[src/hdl/uvcpk_pkg.sv]
// ----------------------------------------------------------------------------
// uvcpk_pkg
// Shared constants for the UVC payload packetizer: register map, reset
// values, header codes and parameter defaults.
// ----------------------------------------------------------------------------
package uvcpk_pkg;

  localparam int POSITION_BITS_DEF     = 23;
  localparam int PACKET_COUNT_BITS_DEF = 12;

  localparam int FRAME_BYTES_W  = 24;
  localparam int PACKET_BYTES_W = 12;
  localparam int CFG_DATA_W     = 24;
  localparam int CFG_INDEX_W    = 1;

  localparam logic [CFG_INDEX_W-1:0] REG_FRAME_BYTES  = 1'd0;
  localparam logic [CFG_INDEX_W-1:0] REG_PACKET_BYTES = 1'd1;

  localparam logic [FRAME_BYTES_W-1:0]  FRAME_BYTES_RST  = 24'd614400;
  localparam logic [PACKET_BYTES_W-1:0] PACKET_BYTES_RST = 12'd1024;

  localparam logic [PACKET_BYTES_W-1:0] MIN_PACKET = 12'd3;
  localparam logic [PACKET_BYTES_W-1:0] MAX_PACKET = 12'hC00;

  localparam logic [7:0] HDR_LEN  = 8'h02;
  localparam logic [7:0] FLAG_EOH = 8'h80;
  localparam logic [7:0] FLAG_EOF = 8'h02;

endpackage

[src/hdl/uvcpk_if.sv]
// ----------------------------------------------------------------------------
// uvcpk_in_if / uvcpk_out_if
// Valid/ready channels for pixel bytes in and packet bytes out.
// ----------------------------------------------------------------------------
interface uvcpk_in_if;
  logic       valid;
  logic       ready;
  logic [7:0] pixel_byte;

  modport source (output valid, output pixel_byte, input ready);
  modport sink (input valid, input pixel_byte, output ready);
endinterface

interface uvcpk_out_if;
  logic       valid;
  logic       ready;
  logic [7:0] out_byte;
  logic       is_header;
  logic       packet_end;
  logic       frame_end;

  modport source (output valid, output out_byte, output is_header,
                  output packet_end, output frame_end, input ready);
  modport sink (input valid, input out_byte, input is_header,
                input packet_end, input frame_end, output ready);
endinterface

[src/hdl/uvc_payload_packetizer.sv]
// ----------------------------------------------------------------------------
// uvc_payload_packetizer
// Cuts a stream of video frame bytes into UVC payload packets. Each packet
// starts with a two-byte header (length 2, then flags: end of header, end of
// frame when the packet holds the frame's last byte, and the frame-ID bit,
// which toggles every frame). A data byte that continues an open packet
// goes straight out; a data byte that opens a packet waits in the held input
// register while both header bytes are issued through the single output
// register ahead of it. The output register lets the next request be taken
// while a result waits downstream.
// ----------------------------------------------------------------------------
module uvc_payload_packetizer #(
  parameter int POSITION_BITS     = uvcpk_pkg::POSITION_BITS_DEF,
  parameter int PACKET_COUNT_BITS = uvcpk_pkg::PACKET_COUNT_BITS_DEF
) (
  input  logic                              clk,
  input  logic                              rst_n,
  input  logic                              cfg_wr_en,
  input  logic [uvcpk_pkg::CFG_INDEX_W-1:0] cfg_index,
  input  logic [uvcpk_pkg::CFG_DATA_W-1:0]  cfg_wr_data,
  uvcpk_in_if.sink                          in_ch,
  uvcpk_out_if.source                       out_ch
);
  import uvcpk_pkg::*;

  logic [POSITION_BITS:0]       frame_len;
  logic [PACKET_COUNT_BITS-1:0] capacity;

  uvcpk_cfg #(
    .POSITION_BITS     (POSITION_BITS),
    .PACKET_COUNT_BITS (PACKET_COUNT_BITS)
  ) u_cfg (
    .clk         (clk),
    .rst_n       (rst_n),
    .cfg_wr_en   (cfg_wr_en),
    .cfg_index   (cfg_index),
    .cfg_wr_data (cfg_wr_data),
    .frame_len   (frame_len),
    .capacity    (capacity)
  );

  uvcpk_core #(
    .POSITION_BITS     (POSITION_BITS),
    .PACKET_COUNT_BITS (PACKET_COUNT_BITS)
  ) u_core (
    .clk       (clk),
    .rst_n     (rst_n),
    .frame_len (frame_len),
    .capacity  (capacity),
    .in_ch     (in_ch),
    .out_ch    (out_ch)
  );

endmodule

[src/hdl/uvcpk_cfg.sv]
// ----------------------------------------------------------------------------
// uvcpk_cfg
// Configuration registers with registered, clamped frame length and packet
// data capacity.
// ----------------------------------------------------------------------------
module uvcpk_cfg #(
  parameter int POSITION_BITS     = uvcpk_pkg::POSITION_BITS_DEF,
  parameter int PACKET_COUNT_BITS = uvcpk_pkg::PACKET_COUNT_BITS_DEF
) (
  input  logic                                 clk,
  input  logic                                 rst_n,
  input  logic                                 cfg_wr_en,
  input  logic [uvcpk_pkg::CFG_INDEX_W-1:0]    cfg_index,
  input  logic [uvcpk_pkg::CFG_DATA_W-1:0]     cfg_wr_data,
  output logic [POSITION_BITS:0]               frame_len,
  output logic [PACKET_COUNT_BITS-1:0]         capacity
);
  import uvcpk_pkg::*;

  localparam int FW = (POSITION_BITS + 1 > FRAME_BYTES_W) ? POSITION_BITS + 1 : FRAME_BYTES_W;
  localparam int CW = (PACKET_COUNT_BITS > PACKET_BYTES_W) ? PACKET_COUNT_BITS : PACKET_BYTES_W;

  logic [FRAME_BYTES_W-1:0]     frame_bytes_r;
  logic [PACKET_BYTES_W-1:0]    packet_bytes_r;
  logic [POSITION_BITS:0]       frame_len_r, frame_len_nxt;
  logic [PACKET_COUNT_BITS-1:0] capacity_r, capacity_nxt;

  logic [FW-1:0]             f_ext, f_lim, f_clamp;
  logic [PACKET_BYTES_W-1:0] p_clamp, c_raw;
  logic [CW-1:0]             c_ext, c_lim;

  always_ff @(posedge clk) begin
    if (!rst_n) begin
      frame_bytes_r  <= FRAME_BYTES_RST;
      packet_bytes_r <= PACKET_BYTES_RST;
    end else if (cfg_wr_en) begin
      unique case (cfg_index)
        REG_FRAME_BYTES:  frame_bytes_r  <= cfg_wr_data[FRAME_BYTES_W-1:0];
        REG_PACKET_BYTES: packet_bytes_r <= cfg_wr_data[PACKET_BYTES_W-1:0];
        default: ;
      endcase
    end
  end

  always_comb begin
    f_ext = FW'(frame_bytes_r);
    f_lim = FW'(1) << POSITION_BITS;
    if (f_ext == '0) begin
      f_clamp = FW'(1);
    end else if (f_ext > f_lim) begin
      f_clamp = f_lim;
    end else begin
      f_clamp = f_ext;
    end
    frame_len_nxt = f_clamp[POSITION_BITS:0];

    if (packet_bytes_r < MIN_PACKET) begin
      p_clamp = MIN_PACKET;
    end else if (packet_bytes_r > MAX_PACKET) begin
      p_clamp = MAX_PACKET;
    end else begin
      p_clamp = packet_bytes_r;
    end
    c_raw = p_clamp - PACKET_BYTES_W'(HDR_LEN);
    c_ext = CW'(c_raw);
    c_lim = CW'((CW'(1) << PACKET_COUNT_BITS) - CW'(1));
    capacity_nxt = (c_ext > c_lim) ? c_lim[PACKET_COUNT_BITS-1:0]
                                   : c_ext[PACKET_COUNT_BITS-1:0];
  end

  always_ff @(posedge clk) begin
    frame_len_r <= frame_len_nxt;
    capacity_r  <= capacity_nxt;
  end

  assign frame_len = frame_len_r;
  assign capacity  = capacity_r;

endmodule

[src/hdl/uvcpk_core.sv]
// ----------------------------------------------------------------------------
// uvcpk_core
// Holds one pixel byte, emits the packet header ahead of it when it opens a
// packet, then the data byte; tracks frame position, packet fill and frame ID.
// ----------------------------------------------------------------------------
module uvcpk_core #(
  parameter int POSITION_BITS     = uvcpk_pkg::POSITION_BITS_DEF,
  parameter int PACKET_COUNT_BITS = uvcpk_pkg::PACKET_COUNT_BITS_DEF
) (
  input  logic                         clk,
  input  logic                         rst_n,
  input  logic [POSITION_BITS:0]       frame_len,
  input  logic [PACKET_COUNT_BITS-1:0] capacity,
  uvcpk_in_if.sink                     in_ch,
  uvcpk_out_if.source                  out_ch
);
  import uvcpk_pkg::*;

  logic                         item_vld_r, item_vld_nxt;
  logic [7:0]                   item_byte_r;
  logic                         len_sent_r, len_sent_nxt;
  logic [POSITION_BITS-1:0]     pos_r, pos_nxt;
  logic [PACKET_COUNT_BITS-1:0] pkt_rem_r, pkt_rem_nxt;
  logic                         frame_id_r, frame_id_nxt;

  logic       out_vld_r, out_vld_nxt;
  logic [7:0] out_byte_r, out_byte_nxt;
  logic       out_hdr_r, out_hdr_nxt;
  logic       out_pend_r, out_pend_nxt;
  logic       out_fend_r, out_fend_nxt;

  logic                   out_free, emit, open_pkt, data_go, in_take;
  logic [POSITION_BITS:0] pos_ext, left;
  logic                   fits, fend, pend;

  assign out_free = !out_vld_r || out_ch.ready;
  assign emit     = item_vld_r && out_free;
  assign open_pkt = (pkt_rem_r == '0);
  assign data_go  = emit && !open_pkt;
  assign in_take  = in_ch.valid && in_ch.ready;

  assign in_ch.ready = !item_vld_r || data_go;

  always_comb begin
    pos_ext = {1'b0, pos_r};
    left    = (pos_ext < frame_len) ? (frame_len - pos_ext) : (POSITION_BITS+1)'(1);
    fits    = (left <= (POSITION_BITS+1)'(capacity));
    fend    = (left == (POSITION_BITS+1)'(1));
    pend    = fend || (pkt_rem_r == PACKET_COUNT_BITS'(1));
  end

  always_comb begin
    item_vld_nxt = item_vld_r;
    len_sent_nxt = len_sent_r;
    pos_nxt      = pos_r;
    pkt_rem_nxt  = pkt_rem_r;
    frame_id_nxt = frame_id_r;
    out_vld_nxt  = out_vld_r && !out_ch.ready;
    out_byte_nxt = out_byte_r;
    out_hdr_nxt  = out_hdr_r;
    out_pend_nxt = out_pend_r;
    out_fend_nxt = out_fend_r;

    if (emit) begin
      out_vld_nxt = 1'b1;
      if (open_pkt && !len_sent_r) begin
        out_byte_nxt = HDR_LEN;
        out_hdr_nxt  = 1'b1;
        out_pend_nxt = 1'b0;
        out_fend_nxt = 1'b0;
        len_sent_nxt = 1'b1;
      end else if (open_pkt) begin
        out_byte_nxt = FLAG_EOH | (fits ? FLAG_EOF : 8'h00) | {7'd0, frame_id_r};
        out_hdr_nxt  = 1'b1;
        out_pend_nxt = 1'b0;
        out_fend_nxt = 1'b0;
        len_sent_nxt = 1'b0;
        pkt_rem_nxt  = fits ? left[PACKET_COUNT_BITS-1:0] : capacity;
      end else begin
        out_byte_nxt = item_byte_r;
        out_hdr_nxt  = 1'b0;
        out_pend_nxt = pend;
        out_fend_nxt = fend;
        item_vld_nxt = 1'b0;
        if (fend) begin
          pos_nxt      = '0;
          pkt_rem_nxt  = '0;
          frame_id_nxt = !frame_id_r;
        end else begin
          pos_nxt     = pos_r + POSITION_BITS'(1);
          pkt_rem_nxt = pend ? '0 : (pkt_rem_r - PACKET_COUNT_BITS'(1));
        end
      end
    end

    if (in_take) begin
      item_vld_nxt = 1'b1;
    end
  end

  always_ff @(posedge clk) begin
    if (!rst_n) begin
      item_vld_r <= 1'b0;
      len_sent_r <= 1'b0;
      pos_r      <= '0;
      pkt_rem_r  <= '0;
      frame_id_r <= 1'b0;
      out_vld_r  <= 1'b0;
    end else begin
      item_vld_r <= item_vld_nxt;
      len_sent_r <= len_sent_nxt;
      pos_r      <= pos_nxt;
      pkt_rem_r  <= pkt_rem_nxt;
      frame_id_r <= frame_id_nxt;
      out_vld_r  <= out_vld_nxt;
    end
  end

  always_ff @(posedge clk) begin
    if (in_take) begin
      item_byte_r <= in_ch.pixel_byte;
    end
    out_byte_r <= out_byte_nxt;
    out_hdr_r  <= out_hdr_nxt;
    out_pend_r <= out_pend_nxt;
    out_fend_r <= out_fend_nxt;
  end

  assign out_ch.valid      = out_vld_r;
  assign out_ch.out_byte   = out_byte_r;
  assign out_ch.is_header  = out_hdr_r;
  assign out_ch.packet_end = out_pend_r;
  assign out_ch.frame_end  = out_fend_r;

endmodule
[src/flat_wrapper.sv]
// flat-port wrapper written by rule: the top's interface ports become plain ports
module uvc_payload_packetizer_flat import uvcpk_pkg::*;
#(
  parameter int POSITION_BITS     = uvcpk_pkg::POSITION_BITS_DEF,
  parameter int PACKET_COUNT_BITS = uvcpk_pkg::PACKET_COUNT_BITS_DEF
)
  (clk, rst_n, cfg_wr_en, cfg_index, cfg_wr_data, in_ch_valid, in_ch_pixel_byte, in_ch_ready, out_ch_valid, out_ch_out_byte, out_ch_is_header, out_ch_packet_end, out_ch_frame_end, out_ch_ready);
  uvcpk_in_if in_ch_i ();
  uvcpk_out_if out_ch_i ();
  input  logic clk;
  input  logic rst_n;
  input  logic cfg_wr_en;
  input  logic [uvcpk_pkg::CFG_INDEX_W-1:0] cfg_index;
  input  logic [uvcpk_pkg::CFG_DATA_W-1:0] cfg_wr_data;
  input wire logic [$bits(in_ch_i.valid)-1:0] in_ch_valid;
  input wire logic [$bits(in_ch_i.pixel_byte)-1:0] in_ch_pixel_byte;
  output wire logic [$bits(in_ch_i.ready)-1:0] in_ch_ready;
  output wire logic [$bits(out_ch_i.valid)-1:0] out_ch_valid;
  output wire logic [$bits(out_ch_i.out_byte)-1:0] out_ch_out_byte;
  output wire logic [$bits(out_ch_i.is_header)-1:0] out_ch_is_header;
  output wire logic [$bits(out_ch_i.packet_end)-1:0] out_ch_packet_end;
  output wire logic [$bits(out_ch_i.frame_end)-1:0] out_ch_frame_end;
  input wire logic [$bits(out_ch_i.ready)-1:0] out_ch_ready;
  assign in_ch_i.valid = in_ch_valid;
  assign in_ch_i.pixel_byte = in_ch_pixel_byte;
  assign in_ch_ready = in_ch_i.ready;
  assign out_ch_valid = out_ch_i.valid;
  assign out_ch_out_byte = out_ch_i.out_byte;
  assign out_ch_is_header = out_ch_i.is_header;
  assign out_ch_packet_end = out_ch_i.packet_end;
  assign out_ch_frame_end = out_ch_i.frame_end;
  assign out_ch_i.ready = out_ch_ready;
  uvc_payload_packetizer #(.POSITION_BITS(POSITION_BITS), .PACKET_COUNT_BITS(PACKET_COUNT_BITS)) u_core (.clk(clk), .rst_n(rst_n), .cfg_wr_en(cfg_wr_en), .cfg_index(cfg_index), .cfg_wr_data(cfg_wr_data), .in_ch(in_ch_i), .out_ch(out_ch_i));
endmodule
[config.mk]
export PLATFORM = sky130hd
export DESIGN_NAME = uvc_payload_packetizer_flat
export DESIGN_NICKNAME = d
export VERILOG_FILES = /design/src/hdl/uvcpk_pkg.sv /design/src/hdl/uvcpk_if.sv /design/src/hdl/uvc_payload_packetizer.sv /design/src/hdl/uvcpk_cfg.sv /design/src/hdl/uvcpk_core.sv /design/src/flat_wrapper.sv
export SDC_FILE = /design/constraint.sdc
export NUM_CORES = 1
export LEC_CHECK = 0
export BUFFER_PORTS_ARGS = -buffer_cell sky130_fd_sc_hd__buf_2
export CORE_ASPECT_RATIO = 2
export CORE_UTILIZATION = 45
export CTS_CLUSTER_DIAMETER = 120
export DETAILED_ROUTE_END_ITERATION = 6
export PLACE_DENSITY_LB_ADDON = 0.12
export SLEW_MARGIN = 40
export SYNTH_ARGS = -nofsm -noshare
export SYNTH_HDL_FRONTEND = slang
export SYNTH_HIERARCHICAL = 1
export SYNTH_SLANG_ARGS = --single-unit
[constraint.sdc]
create_clock -name clk -period 4.4 [get_ports clk]
set_input_delay 0.44 -clock clk [delete_from_list [all_inputs] [get_ports clk]]
set_output_delay 0.44 -clock clk [all_outputs]
set_load 0.01 [all_outputs]
==> impl_results.md, run 1 <==
* Cell Pwr Density at 515 nW/um^2
* Switching part of the total power at 36.2%
* Area leader, netlist: dfxtp_1
* CTS clock-pin slew for the worst setup and hold paths at 0.06 ns
* Netlist cell types at 86
* Critical Path Fanout Max at 5
* Drt pass-1 iters at 5
* Crit path top cell by count: a21oi_1
* Die span in x at 93.2 um
* Layout cells sized above 1 at 19.8%
* Worst r2r src: u_core/u_core/pos_r[3]
* Mux contribution to synthesized area at 1.25%
* Total core area at 16300 sq um
* Synth Register Bits at 130
* Die Ht at 184 um
* DIE AREA at 17200 sq um
* Critical path, cell by cell: inv_1, ha_2, a21oi_1, a211oi_2, a211oi_2, o21bai_1, a21oi_1, a21o_1, inv_2, and2_4, ha_4, nor2b_1, o21a_1, o21ai_1, a21oi_1, o31a_1, o21ai_2, nand4_1, a2bb2oi_4, nor2b_4, a311o_1, a221oi_2
* Main combinational cell family by area after synthesis: simple AND/OR/NAND/NOR gates
* MaxCap Viol Count at 0
* IO buf count at 50
* CP Launch Type: flip-flop
* Total power at 4.64 mW
* H-tree levels at 4
* Status: complete, no violations
* Worst-Margin Slew at 0.750 ns
* Synthesized area per cell at 8.40 sq um
* Simple-Gate Fraction of Synth Area at 25.1%
* Area share of the leading cell type in the synthesized netlist at 29.7%
* Internal at 2.96 mW
* Cts hold-fix bufs at 0
* Tightest Hold Check Type: input port to flip-flop
* Antenna cells at 0
* Asr flop ratio synth at 0%
* Vias in the first global route at 6498
* Switching power total at 1.68 mW
* Overall Global Routing Usage at 24.3%
* First-pass GRT wire length at 31900 um
* Clock Skew at 0.0142 ns
* Xor and xnor area share after synthesis at 3.98%
* Fin. max-slew vios at 0
* Syn nets at 969
* Ys flop type: dfxtp_1
* Worst path buffer plus inverter count at 2
* Clk_lat worst skew at 0.43 ns
* CP endpoint kind: flip-flop
* Hold_sp: in_ch_pixel_byte[4]
* Synth Area in Adders at 6.79%
* Crit Path Class: flip-flop to flip-flop
* Fin nets at 1057
* Synth top area cells: dfxtp_1 30%, edfxtp_1 7.6%, ha_1 6.5%
* CP Launch Point: u_core/u_core/pos_r[3]
* Mapped Cells at 891
* Worst EP arrival at 4.61 ns
* Initial antenna violation count at 0
* Bufs on Longest Clock Path at 2
* Area growth from synthesis to layout at 20.2%
* Metal-1 WL at 7320 um
* Initial Util at 46.0%
* Seq/Total Area, Yosys at 37.3%
* Total Wirelength at 20000 um
* CTS tree: built
* Vias/cell at 5.62
* WL/cell at 16.7 um
* Endpoints failing hold at 0
* # rows at 66
* CP required at 4.73 ns
* Top delay family on crit path: compound AO/OA/AOI/OAI gates
* Relative slew margins at 49.5%
* Grt ovf at 0
* Vias at 6718
* DRC at 0
* Min Tclk post-route at 4.28 ns
* F_max at 234 MHz
* Pleak at 3.64 nW
* Routed met3 length at 531 um
* Post-DP HPWL at 15700 um
* Util after Layout at 55.3%
* Final setup margin at 0.125 ns
* Number of synthesized flops with an enable pin at 19
* Highest metal used: met4
* Clk pwr share at 30.6%
* Worst path slowest cell: dfxtp_1
* Synth Area in Compound Gates at 20.6%
* TritonCTS buffer count at 17
* Largest net degree at the start of global routing at 42
* Ports at 51
* Sink Count at 130
* Clk root buf: clkbuf_16
* Mapped cell area at 7490 sq um
* Final cycle utilization of the critical path at 97.2%
* Comb power frac at 37.3%
* Post-route ant nets at 0
* Worst VDD drop at 0.288 mV
* Synth warn at 6
* Dpl ws at 0.132 ns
* Part of the power in registers at 32.1%
* Routed wl met2 at 11300 um
* CP peak stage delay at 0.35 ns
* Initial detailed-routing violation count at 406
* Final setup violation count at 0
* Gp weighted congestion at 0.927
## cell families after synthesis
logic type	after synthesis
compound gates	212
xor+xnor	34
fa+ha+maj	40
buf+inv	89
flops	130
mux	9
simple gates	377
## metal layers
metal,global-route usage [%],vias to the layer above
li1,-,3354
met3,3.75,51
met5,0,-
met4,14.2,0
met1,22.6,3141
met2,47.9,172
## placed cells by master (no fill, tap or decap), types with 8 or more instances in the layout
cell type,Yosys,layout
nor3_1,24,24
a21oi_1,54,50
inv_1,47,45
nor3b_1,17,17
clkbuf_16,0,17
xnor2_1,26,26
ha_1,39,31
or3_1,10,10
nand2_1,126,126
nor2_1,68,68
nor4_1,13,13
a21o_1,12,12
nor2b_1,23,22
o21ai_0,19,19
xor2_1,8,8
dfxtp_1,111,108
nand3_1,29,28
a21oi_2,5,9
and2_1,14,13
a21boi_0,31,31
edfxtp_1,19,19
nand4_1,24,24
buf_2,10,49
buf_4,3,58
## sequential cells by signal (all words and copies together) (netlist names), 8 cells and up
signal,cells
u_core/u_cfg/capacity,12
u_core/u_cfg/f_ext,24
u_core/u_core/out_ch.out_byte,8
u_core/u_core/pos_r,23
u_core/u_cfg/frame_len,24
u_core/u_core/item_byte_r,8
u_core/u_core/pkt_rem_r,12
u_core/u_cfg/packet_bytes_r,12
## Yosys cell counts (3+ instances only)
library cell and instances:
nor3b_1 17, a22oi_1 7, edfxtp_1 19, o221ai_1 3, nor4_1 13, nand2b_1 8
o21ai_1 6, o31ai_1 3, nand4_1 24, a21oi_1 54, o21a_1 7, ha_1 39
a21boi_0 31, o211ai_1 5, nor3_1 24, o21bai_1 4, nand2_1 126, buf_4 3
nor2_1 68, a31oi_1 6, and2_1 14, xor2_1 8, buf_2 10, xnor2_1 26
nand3_1 29, mux2i_1 6, a21oi_2 5, a32oi_1 4, inv_1 47, nor2b_1 23
or4_1 3, o22ai_1 5, o21ai_0 19, dfxtp_1 111, a21o_1 12, clkbuf_1 24
a211oi_1 5, or3_1 10
## worst reg2reg max path, stage by stage (launching register included)
cell,delay (ns)
dfxtp_1,0.35
inv_1,0.09
ha_2,0.32
a21oi_1,0.25
a211oi_2,0.11
a211oi_2,0.26
o21bai_1,0.13
a21oi_1,0.15
a21o_1,0.15
inv_2,0.06
and2_4,0.17
ha_4,0.21
nor2b_1,0.12
o21a_1,0.16
o21ai_1,0.11
a21oi_1,0.07
o31a_1,0.34
o21ai_2,0.15
nand4_1,0.15
a2bb2oi_4,0.19
nor2b_4,0.13
a311o_1,0.29
a221oi_2,0.22
## final cells by class
type	count	area, sq um
Multi-Input combinational cell	672	4450
Clock buffer	19	453
Timing Repair Buffer	109	712
Clock inverter	13	146
Sequential cell	130	2800
Fill cell	1588	7270
Inverter	49	184
Tap cell	204	255
## path summary, 6_finish.rpt
| check | cells past startpoint | to | slack [ns] |
|---|---|---|---|
| max | 22 | u_core/u_core/pkt_rem_r[0] | 0.12 |
| min | 1 | u_core/u_core/item_byte_r[4] | 0.19 |
| max reg2reg | 22 | u_core/u_core/pkt_rem_r[0] | 0.12 |
| min reg2reg | 2 | u_core/u_cfg/f_ext[13] | 0.48 |
## through the flow
stage	std cells	hold slack, ns	TNS, ns	area, sq um
floorplan	891	0.437	0	7490
global placement	1162	0.468	0	8250
detailed placement	1162	0.473	0	8250
CTS	1194	0.177	0	8850
global route	1196	0.179	-0.179	9000
finish	1196	0.191	0	9000
## power by group through the flow
stage / registers (mW) / clock network (mW) / logic, mW
after detailed placement: 1.51 / 0 / 1.67
after global placement: 1.51 / 0 / 1.67
after CTS: 1.48 / 1.45 / 1.68
final: 1.49 / 1.42 / 1.73
after global routing: 1.51 / 1.51 / 1.91
after floorplan: 1.49 / 0 / 1.14
## repair_timing
action,4_1_cts,5_1_grt
setup buffers,0,2
gates resized for setup,0,25
setup endpoints to repair,0,11
No activity file was read; power rests on OpenSTA's default activity.
==> run 2, diff against run 1 <==
--- a/config.mk
+++ b/config.mk
@@ -11,6 +11,7 @@
 export CTS_CLUSTER_DIAMETER = 120
 export DETAILED_ROUTE_END_ITERATION = 6
 export PLACE_DENSITY_LB_ADDON = 0.12
+export SETUP_SLACK_MARGIN = 0.2
 export SLEW_MARGIN = 40
 export SYNTH_ARGS = -nofsm -noshare
 export SYNTH_HDL_FRONTEND = slang
==> run 2 against run 1 <==
Register-to-register slack improved by 0.13 ns; critical path depth is the same; sequential cell count did not move; largest cell class unchanged; largest power group unchanged.
==> impl_results.md, run 2 (synthesized netlist as in run 1, its figures left out) <==
* Pleak at 3.70 nW (+1.7%)
* CTS clock-pin slew for the worst setup and hold paths at 0.06 ns (about the same)
* Final instance area at 9200 sq um (+2.2%)
* CP required at 4.74 ns (about the same)
* Vias at 6777 (+0.88%)
* Area growth from synthesis to layout at 22.8%
* Fin cells at 1203 (+0.59%)
* Antenna cells at 0 (unchanged)
* Initial detailed-routing violation count at 328 (-19%)
* Final setup violation count at 0 (unchanged)
* Post-DP Area at 8250 sq um (about the same)
* Vias in the first global route at 6696 (+3.0%)
* Post-route ant nets at 0 (unchanged)
* Worst VDD drop at 0.337 mV (+17%)
* Post-DP HPWL at 15700 um (-0.10%)
* CP Launch Type: flip-flop
* Sink Count at 130 (unchanged)
* F_max at 241 MHz (+3.1%)
* H-tree levels at 4 (unchanged)
* Fillcell total at 1506 (-5.2%)
* CP endpoint kind: flip-flop
* Largest net degree at the start of global routing at 42 (unchanged)
* Commonest non-fill, non-tap cell in the layout: nand2_1
* Crit Path Class: flip-flop to flip-flop
* Min Tclk post-route at 4.15 ns (-0.128 ns)
* Setup TNS at 0 ns (unchanged)
* RSZ-0062 raised after global routing: true
* MaxCap Viol Count at 0 (unchanged)
* DIE AREA at 17200 sq um (unchanged)
* Min Hold Slack at 0.190 ns (-0.000421 ns)
* Worst EP arrival at 4.49 ns (-0.12 ns)
* Ports at 51 (unchanged)
* Bufs on Longest Clock Path at 2 (unchanged)
* Overall Global Routing Usage at 24.7% (+0.44 points)
* DRC at 0 (unchanged)
* Tightest Hold Check Type: input port to flip-flop
* First-pass GRT wire length at 32500 um (+2.0%)
* Placed Cells at 1154 (-0.69%)
* Die span in x at 93.2 um (unchanged)
* Area of the multi-input gates at 4570 sq um (+2.6%)
* Vias/cell at 5.63 (+0.29%)
* # rows at 66 (unchanged)
* Grt ovf at 0 (unchanged)
* Clock Skew at 0.00739 ns (-0.00679 ns)
* Reg area at 2810 sq um (+0.31%)
* Final cycle utilization of the critical path at 94.3% (-2.9 points)
* Cell Pwr Density at 521 nW/um^2 (+1.2%)
* Endpoints failing hold at 0 (unchanged)
* Initial antenna violation count at 0 (unchanged)
* Cts hold-fix bufs at 0 (unchanged)
* Worst-Margin Slew at 0.806 ns (+0.0553 ns)
* IO buf count at 50 (unchanged)
* Worst R2R Setup Slack at 0.25 ns (+0.13 ns)
* Initial Util at 46.0% (unchanged)
* Relative slew margins at 45.8% (-3.7 points)
* Status: complete, no violations
* CTS tree: built
* Clk root buf: clkbuf_16
* Total core area at 16300 sq um (unchanged)
* WL/cell at 17.0 um (+2.1%)
* Gp weighted congestion at 0.920 (-0.79%)
* Layout cells sized above 1 at 22.7% (+3.0 points)
* Fin. max-slew vios at 0 (unchanged)
* TritonCTS buffer count at 17 (unchanged)
* Die Ht at 184 um (unchanged)
* Drt pass-1 iters at 5 (unchanged)
* Fin nets at 1064 (+0.66%)
* Total Wirelength at 20500 um (+2.7%)
* Critical Path Fanout Max at 4 (-1)
* Clk_lat worst skew at 0.43 ns (about the same)
* Commonest non-fill, non-tap cells in the layout: 126 x nand2_1, 103 x dfxtp_1, 68 x nor2_1, 65 x buf_4, 50 x buf_2
run 2: cell types whose count changed in the layout (fill, tap and decap cells not counted), moves of 3 or more:
cell | before | now
buf_4 | 58 | 65
dfxtp_1 | 108 | 103
dfxtp_2 | 3 | 7
inv_6 | 5 | 1
a21oi_2 | 9 | 12
ha_1 | 31 | 27
a21oi_1 | 50 | 47
ha_4 | 7 | 11
run 2: final timing paths:
path / startpoint / cells after the start / endpoint
worst max-delay path: u_core/u_core/pos_r[1] / 22 / u_core/u_core/pkt_rem_r[0]
worst min-delay path: in_ch_pixel_byte[5] / 1 / u_core/u_core/item_byte_r[5]
worst max register to register: u_core/u_core/pos_r[1] / 22 / u_core/u_core/pkt_rem_r[0]
worst min register to register: u_core/u_cfg/f_ext[10] / 1 / u_core/u_cfg/frame_len[10]
run 2: where the power goes:
group | internal (mW) | switching (mW)
Clock | 0.956 | 0.537
Combinational | 0.752 | 1.05
Sequential | 1.38 | 0.116
Total | 3.09 | 1.71
run 2: cell type report:
| class | instances | share of cell area, % |
|---|---|---|
| timing repair buffer | 116 | 8.15 |
| inverter | 49 | 2.00 |
| tap | 204 | 2.78 |
| sequential | 130 | 30.5 |
| clock buffer | 21 | 5.24 |
| clock inverter | 11 | 1.62 |
| multi-input combinational | 672 | 49.7 |
run 2: critical path, stage by stage (launching register included):
cell       delay [ns]
dfxtp_2          0.40
inv_1            0.10
fa_2             0.38
nand3_2          0.10
a211oi_2         0.08
a211oi_2         0.26
o21bai_1         0.13
a21oi_1          0.14
a21o_1           0.17
inv_2            0.07
and2_4           0.15
ha_4             0.21
nor2b_4          0.12
o21a_1           0.16
o21ai_1          0.11
a21oi_1          0.07
o31a_1           0.27
o21ai_2          0.17
nand4_1          0.17
a2bb2oi_4        0.20
nor2b_4          0.12
a311o_1          0.28
a221oi_2         0.21
run 2: timing repair:
action	in CTS	in global routing
gates resized for setup	11	28
cloned	0	0
pin swaps	8	14
buffers inserted	10	7
endpoints found under the setup margin	5	15
run 2: per-stage QoR:
stage	worst slack, ns	utilization [%]	power (mW)
after CTS	0.237	55.4	4.76
after global placement	0.190	50.7	3.19
after global routing	0.0494	56.5	5.08
final	0.253	56.5	4.80
after floorplan	0.203	-	2.65
after detailed placement	0.106	50.7	3.20
run 2: layer usage:
metal,wire (um),track usage (%),vias up
li1,-,-,3357
met1,7410,23.6,3189
met2,11300,47.1,162
met3,587,3.63,69
met4,1200,16.9,0
met5,0,0,-
